### src/hdl/spq_pkg.sv
package spq_pkg;

  // Table size and derived widths
  localparam int CAPACITY = 64;
  localparam int ADDR_W   = $clog2(CAPACITY);
  localparam int CNT_W    = $clog2(CAPACITY + 1);

  // Action codes
  localparam logic [1:0] ACT_ENQ = 2'd0;
  localparam logic [1:0] ACT_DEQ = 2'd1;
  localparam logic [1:0] ACT_DEC = 2'd2;

  // Status codes
  localparam logic [2:0] ST_OK        = 3'd0;
  localparam logic [2:0] ST_EMPTY     = 3'd1;
  localparam logic [2:0] ST_NOT_FOUND = 3'd2;
  localparam logic [2:0] ST_NOT_LOWER = 3'd3;
  localparam logic [2:0] ST_FULL      = 3'd4;

  typedef struct packed {
    logic [15:0] id;
    logic [15:0] pri;
  } entry_t;

  typedef struct packed {
    logic              en;
    logic [ADDR_W-1:0] addr;
    entry_t            data;
  } tbl_wr_t;

endpackage

### src/hdl/stable_priority_queue_decrease_key.sv
// Channel  Direction  Handshake             Payload
// in_      input      in_valid / in_ready   in_action, in_patient_id, in_priority_req
// out_     output     out_valid / out_ready out_status, out_served_id, out_head_id,
//                                           out_head_priority, out_queue_empty,
//                                           out_entry_count
//
// One transaction at a time; in_ready is high only while the sequencer is idle.
// The table has one read and one write port and the walk moves one entry per
// cycle. Reset is synchronous; the table needs no clearing.
// A result waiting on out_ready holds the sequencer in its final state.
module stable_priority_queue_decrease_key (
  input  logic        clk,
  input  logic        rst_n,
  input  logic        in_valid,
  output logic        in_ready,
  input  logic [1:0]  in_action,
  input  logic [15:0] in_patient_id,
  input  logic [15:0] in_priority_req,
  output logic        out_valid,
  input  logic        out_ready,
  output logic [2:0]  out_status,
  output logic [15:0] out_served_id,
  output logic [15:0] out_head_id,
  output logic [15:0] out_head_priority,
  output logic        out_queue_empty,
  output logic [6:0]  out_entry_count
);

  localparam logic [2:0] S_IDLE     = 3'd0;
  localparam logic [2:0] S_INS      = 3'd1;
  localparam logic [2:0] S_INS_LAST = 3'd2;
  localparam logic [2:0] S_SRCH     = 3'd3;
  localparam logic [2:0] S_REM      = 3'd4;
  localparam logic [2:0] S_FIN      = 3'd5;

  localparam int CW = spq_pkg::CNT_W;
  localparam int AW = spq_pkg::ADDR_W;

  logic [2:0]      state_r, state_nxt;
  logic [CW-1:0]   occ_r, occ_nxt;
  logic [CW-1:0]   cur_r, cur_nxt;
  logic [2:0]      stat_r, stat_nxt;
  logic [15:0]     served_r, served_nxt;
  logic            reins_r, reins_nxt;
  logic [15:0]     id_r, pri_r;
  logic            out_valid_r;
  logic [2:0]      out_status_r;
  logic [15:0]     out_served_r, out_head_id_r, out_head_pri_r;
  logic            out_empty_r;
  logic [6:0]      out_count_r;

  spq_pkg::tbl_wr_t wr;
  logic [AW-1:0]    rd_addr;
  spq_pkg::entry_t  rd_data;
  spq_pkg::entry_t  head;
  logic             load_out;

  spq_table u_table (
    .clk     (clk),
    .wr      (wr),
    .rd_addr (rd_addr),
    .rd_data (rd_data),
    .head    (head)
  );

  assign in_ready = (state_r == S_IDLE);
  assign load_out = (state_r == S_FIN) && (!out_valid_r || out_ready);

  // Sequencer: walk the table one entry per cycle
  always_comb begin
    state_nxt  = state_r;
    occ_nxt    = occ_r;
    cur_nxt    = cur_r;
    stat_nxt   = stat_r;
    served_nxt = served_r;
    reins_nxt  = reins_r;
    wr         = '0;
    rd_addr    = cur_r[AW-1:0];
    case (state_r)
      S_IDLE: begin
        if (in_valid) begin
          stat_nxt   = spq_pkg::ST_OK;
          served_nxt = '0;
          reins_nxt  = 1'b0;
          state_nxt  = S_FIN;
          case (in_action)
            spq_pkg::ACT_ENQ: begin
              if (occ_r >= CW'(spq_pkg::CAPACITY)) begin
                stat_nxt = spq_pkg::ST_FULL;
              end else if (occ_r == '0) begin
                wr.en       = 1'b1;
                wr.addr     = '0;
                wr.data.id  = in_patient_id;
                wr.data.pri = in_priority_req;
                occ_nxt     = CW'(occ_r + 1'b1);
              end else begin
                cur_nxt   = CW'(occ_r - 1'b1);
                rd_addr   = AW'(occ_r - 1'b1);
                state_nxt = S_INS;
              end
            end
            spq_pkg::ACT_DEQ: begin
              if (occ_r == '0) begin
                stat_nxt = spq_pkg::ST_EMPTY;
              end else begin
                served_nxt = head.id;
                cur_nxt    = CW'(1);
                rd_addr    = AW'(1);
                state_nxt  = S_REM;
              end
            end
            spq_pkg::ACT_DEC: begin
              if (occ_r == '0) begin
                stat_nxt = spq_pkg::ST_EMPTY;
              end else begin
                cur_nxt   = '0;
                rd_addr   = '0;
                state_nxt = S_SRCH;
              end
            end
            default: begin
              state_nxt = S_FIN;
            end
          endcase
        end
      end
      S_INS: begin
        // Shift larger priorities up, drop the new entry behind ties
        cur_nxt = CW'(cur_r - 1'b1);
        rd_addr = AW'(cur_r - 1'b1);
        wr.en   = 1'b1;
        wr.addr = AW'(cur_r + 1'b1);
        if (rd_data.pri > pri_r) begin
          wr.data = rd_data;
          if (cur_r == '0) begin
            state_nxt = S_INS_LAST;
          end
        end else begin
          wr.data.id  = id_r;
          wr.data.pri = pri_r;
          occ_nxt     = CW'(occ_r + 1'b1);
          state_nxt   = S_FIN;
        end
      end
      S_INS_LAST: begin
        wr.en       = 1'b1;
        wr.addr     = '0;
        wr.data.id  = id_r;
        wr.data.pri = pri_r;
        occ_nxt     = CW'(occ_r + 1'b1);
        state_nxt   = S_FIN;
      end
      S_SRCH: begin
        // Look for the first matching id from the head
        if (rd_data.id == id_r) begin
          if (rd_data.pri < pri_r) begin
            stat_nxt  = spq_pkg::ST_NOT_LOWER;
            state_nxt = S_FIN;
          end else if (cur_r == '0) begin
            wr.en       = 1'b1;
            wr.addr     = '0;
            wr.data.id  = id_r;
            wr.data.pri = pri_r;
            state_nxt   = S_FIN;
          end else begin
            cur_nxt   = CW'(cur_r + 1'b1);
            rd_addr   = AW'(cur_r + 1'b1);
            reins_nxt = 1'b1;
            state_nxt = S_REM;
          end
        end else if (CW'(cur_r + 1'b1) >= occ_r) begin
          stat_nxt  = spq_pkg::ST_NOT_FOUND;
          state_nxt = S_FIN;
        end else begin
          cur_nxt = CW'(cur_r + 1'b1);
          rd_addr = AW'(cur_r + 1'b1);
        end
      end
      S_REM: begin
        // Close the gap by moving later entries down one slot
        if (cur_r < occ_r) begin
          wr.en   = 1'b1;
          wr.addr = AW'(cur_r - 1'b1);
          wr.data = rd_data;
          cur_nxt = CW'(cur_r + 1'b1);
          rd_addr = AW'(cur_r + 1'b1);
        end else begin
          occ_nxt = CW'(occ_r - 1'b1);
          if (reins_r) begin
            cur_nxt   = CW'(occ_r - 2'd2);
            rd_addr   = AW'(occ_r - 2'd2);
            state_nxt = S_INS;
          end else begin
            state_nxt = S_FIN;
          end
        end
      end
      S_FIN: begin
        if (load_out) begin
          state_nxt = S_IDLE;
        end
      end
      default: begin
        state_nxt = S_IDLE;
      end
    endcase
  end

  // Control registers
  always_ff @(posedge clk) begin
    if (!rst_n) begin
      state_r     <= S_IDLE;
      occ_r       <= '0;
      out_valid_r <= 1'b0;
    end else begin
      state_r <= state_nxt;
      occ_r   <= occ_nxt;
      if (load_out) begin
        out_valid_r <= 1'b1;
      end else if (out_ready) begin
        out_valid_r <= 1'b0;
      end
    end
  end

  // Working and result payload
  always_ff @(posedge clk) begin
    cur_r    <= cur_nxt;
    stat_r   <= stat_nxt;
    served_r <= served_nxt;
    reins_r  <= reins_nxt;
    if (in_valid && in_ready) begin
      id_r  <= in_patient_id;
      pri_r <= in_priority_req;
    end
    if (load_out) begin
      out_status_r   <= stat_r;
      out_served_r   <= served_r;
      out_empty_r    <= (occ_r == '0);
      out_count_r    <= 7'(occ_r);
      out_head_id_r  <= (occ_r == '0) ? 16'd0 : head.id;
      out_head_pri_r <= (occ_r == '0) ? 16'd0 : head.pri;
    end
  end

  assign out_valid         = out_valid_r;
  assign out_status        = out_status_r;
  assign out_served_id     = out_served_r;
  assign out_head_id       = out_head_id_r;
  assign out_head_priority = out_head_pri_r;
  assign out_queue_empty   = out_empty_r;
  assign out_entry_count   = out_count_r;

endmodule

### src/hdl/spq_table.sv
module spq_table (
  input  logic                          clk,
  input  spq_pkg::tbl_wr_t              wr,
  input  logic [spq_pkg::ADDR_W-1:0]    rd_addr,
  output spq_pkg::entry_t               rd_data,
  output spq_pkg::entry_t               head
);

  spq_pkg::entry_t mem [spq_pkg::CAPACITY];
  spq_pkg::entry_t rd_data_r;
  spq_pkg::entry_t head_r;

  // Write one entry, read one entry with registered data
  always_ff @(posedge clk) begin
    if (wr.en) begin
      mem[wr.addr] <= wr.data;
    end
    rd_data_r <= mem[rd_addr];
  end

  // Shadow slot zero so the head is always at hand
  always_ff @(posedge clk) begin
    if (wr.en && (wr.addr == '0)) begin
      head_r <= wr.data;
    end
  end

  assign rd_data = rd_data_r;
  assign head    = head_r;

endmodule

### config.mk
export PLATFORM = sky130hd
export DESIGN_NAME = stable_priority_queue_decrease_key
export DESIGN_NICKNAME = d
export VERILOG_FILES = /design/src/hdl/spq_pkg.sv /design/src/hdl/stable_priority_queue_decrease_key.sv /design/src/hdl/spq_table.sv
export SDC_FILE = /design/constraint.sdc
export NUM_CORES = 2
export LEC_CHECK = 0
export CORE_ASPECT_RATIO = 1.1
export CORE_UTILIZATION = 45
export DETAILED_ROUTE_END_ITERATION = 16
export DONT_BUFFER_PORTS = 1
export GPL_TIMING_DRIVEN = 1
export PLACE_DENSITY = 0.66
export SLEW_MARGIN = 30
export SYNTH_ARGS = -nofsm -noshare
export SYNTH_HDL_FRONTEND = slang
export SYNTH_HIERARCHICAL = 1
export SYNTH_SLANG_ARGS = --single-unit
### constraint.sdc
create_clock -name clk -period 11.6 [get_ports clk]
set_input_delay 0 -clock clk [delete_from_list [all_inputs] [get_ports clk]]
set_output_delay 0 -clock clk [all_outputs]
set_load 0.03 [all_outputs]
==> run metrics <==
total I/O pin count slightly below 100; Antenna Nets Post-Route 0; path depth of the worst reg2reg path 18; crit path time final approximately 7200 ps; RR Startpoint cur_r[0]; R2R Setup Slk 4370 ps; Post-synth ARST share 0%; # clock sinks roughly 2200; Distinct cells, synth 77; YS warnings 6; register area share after synthesis between 70 and 80%; Port Buffers 0; synthesized net count roughly 4300; Max Fclk ~140 MHz; fin crit share roughly 62%; highest-count cells in the layout ignoring fill and taps edfxtp_1 (2198), mux4_2 (503), clkbuf_16 (208); Hold Startpoint in_valid; first-pass GRT wire length 328500 um; Max clock buf depth 3; hold worst-path end occ_r[1]; fraction of layout cells with a size suffix above 1 about a quarter; EDFF count, synth around 2200; status finished clean; DR pass1 iterations 6; DRC viols 0; area of the die ~0.20 mm^2; Rel. slew slack 27.02%; die width between 400 and 500 um; Final #Nets ~4500; Most used DFF post-synth edfxtp_1; measured slew at the worst slew-check pin roughly 1100 ps; RSZ-0062 raised after global routing false; final WL roughly 230000 um; crit-path max FO 54; startpoint types flop; synthesized area 0.08711 mm^2; setup TNS 0 ps; commonest non-fill, non-tap cell in the layout edfxtp_1; largest net degree at the start of global routing about 120; clock-pin slew on the worst setup and hold paths 60 ps; clk root buf clkbuf_16; Yosys reg bits roughly 2200; Synth Instances about 4200; routed vias/inst about 6.3; R2R Path End u_table/rd_data[24]; Initial Util a little under half; vias in the first global route 44015; max-cap viol count 0; core region area ~0.19 mm^2; Rows between 150 and 200; Data arrival, critical path around 7900 ps; vias post-DR 44645; Routed wire per std cell between 30 and 40 um; CTS buffer count approximately 200; area delta synth->final 13.62%; Total GRT Usage 23.71%; clk_lat worst skew 860 ps; final setup vio count 0; crit end category flop; final hold vios 0; worst endpoint required time between 10000 and 15000 ps; Slew Viols, Final 0; iteration-0 DRC count of the detailed router between 6000 and 7000; Die H roughly 460 um; CTS H-Tree Depth 4; TritonCTS clock tree done; Crit Path Class reg -> reg; initial antenna violation count 13; hold path depth 5; RePlAce Congestion ~0.91; grt total ovfl 0; Setup Skew around 46 ps; PostCTS Resize Cnt 0; Post-Syn Area per Cell roughly 21 um^2; HPWL after DPL between 100000 and 150000 um; Hold Path Class in -> reg
-- critical path, stage by stage, from the launching register on --
cell and delay, ps:
edfxtp_1 570, ha_1 360, nand3_1 190, xnor2_1 430, ha_1 340, a21oi_1 170
o21ai_0 110, o21bai_1 210, nor2_1 350, a21oi_2 150, a211oi_1 310, a211o_4 710
buf_4 720, buf_4 790, mux4_2 420, mux2_2 280, nand2_1 80, a32o_1 650
nor2_1 100
-- registers in the layout, summed over array words and instances (netlist names) --
register	count
stat_r	3
u_table/head	32
u_table/rd_data	32
out_entry_count	7
out_head_id	16
reins_r	1
out_valid	1
state_r	3
served_r	16
pri_r	16
out_queue_empty	1
out_status	3
u_table/mem	2048
occ_r	7
out_served_id	16
cur_r	7
out_head_priority	16
id_r	16
-- layer usage --
metal / global-route usage, % / part of all wire, %
met1: 32.72 / 38
met2: 37.20 / 47
met3: 5.046 / 11
met4: 8.893 / 4.1
met5: 0 / 0.043
-- timing repair --
| action | in CTS | in global routing |
|---|---|---|
| hold endpoints to repair | 849 | 0 |
| setup buffers | 0 | 0 |
| hold buffers | 74 | 0 |
-- per-stage QoR --
| stage | setup WS, ps | hold slack [ps] | utilization, % | std cells | area (um^2) |
|---|---|---|---|---|---|
| detailed placement | 4313 | 100.1 | 47.46 | 6669 | 91420 |
| global placement | 2937 | 100.1 | 47.34 | 6659 | 91200 |
| floorplan | 6613 | 98.87 | - | 4176 | 87110 |
| CTS | 4283 | 6.047 | 51.27 | 7121 | 98750 |
| global route | 4043 | 112.4 | 51.37 | 7130 | 98960 |
| finish | 4373 | 70.07 | 51.38 | 7132 | 98970 |
-- worst max-delay path by stage --
stage               startpoint                  end  slack, ps  depth (start not counted)
floorplan            pri_r[14]     u_table/head[22]       6610                          9
global placement      cur_r[0]   u_table/rd_data[1]       2940                         17
detailed placement    cur_r[0]   u_table/rd_data[5]       4310                         18
CTS                   cur_r[0]   u_table/rd_data[5]       4280                         18
global route          cur_r[0]   u_table/rd_data[5]       4040                         18
finish                cur_r[0]  u_table/rd_data[24]       4370                         18
-- cell type report --
cell class / instances / area, um^2
fill: 14855 / 93670
antenna: 3 / 7.507
multi-input combinational: 1645 / 19790
timing repair buffer: 245 / 2290
sequential: 2241 / 66860
tap: 2565 / 3209
clock buffer: 287 / 5722
clock inverter: 91 / 875.8
inverter: 55 / 206.4
-- cells by family (layout without fill, tap and decap cells) --
| kind of cell | after synthesis | after routing | share of synthesized area (%) |
|---|---|---|---|
| flip-flops | 2241 | 2241 | 76.76 |
| AND/OR/NAND/NOR | 479 | 479 | 2.729 |
| buffers and inverters | 290 | 678 | 1.668 |
| adder cells (fa/ha/maj) | 41 | 41 | 0.5889 |
| multiplexers | 614 | 614 | 14.30 |
| other | 0 | 3 | 0 |
| XOR/XNOR | 36 | 36 | 0.3620 |
| AO/OA/AOI/OAI | 475 | 475 | 3.594 |
-- synthesized netlist by cell type, types with 18 or more instances --
master,number,area [um^2]
buf_2,89,445.4
and2_1,40,250.2
mux2i_1,100,1001
ha_1,41,513.0
and3_1,21,131.4
nand3_1,23,115.1
a21oi_1,67,335.3
o22ai_1,127,794.5
nor3_1,22,110.1
nand2b_1,18,112.6
o21ai_0,57,285.3
buf_4,35,262.8
nor4_1,25,156.4
nand2_1,124,465.5
dfxtp_1,43,860.8
clkbuf_1,89,334.1
nor2_1,133,499.2
inv_1,51,191.4
mux4_2,503,11330
a22oi_1,44,330.3
a221oi_1,27,236.5
edfxtp_1,2198,66000
xnor2_1,31,271.5
o21ai_1,37,185.2
Power is not shown: default switching activity piles up to over one toggle a cycle in this logic, so the estimate is an artifact.
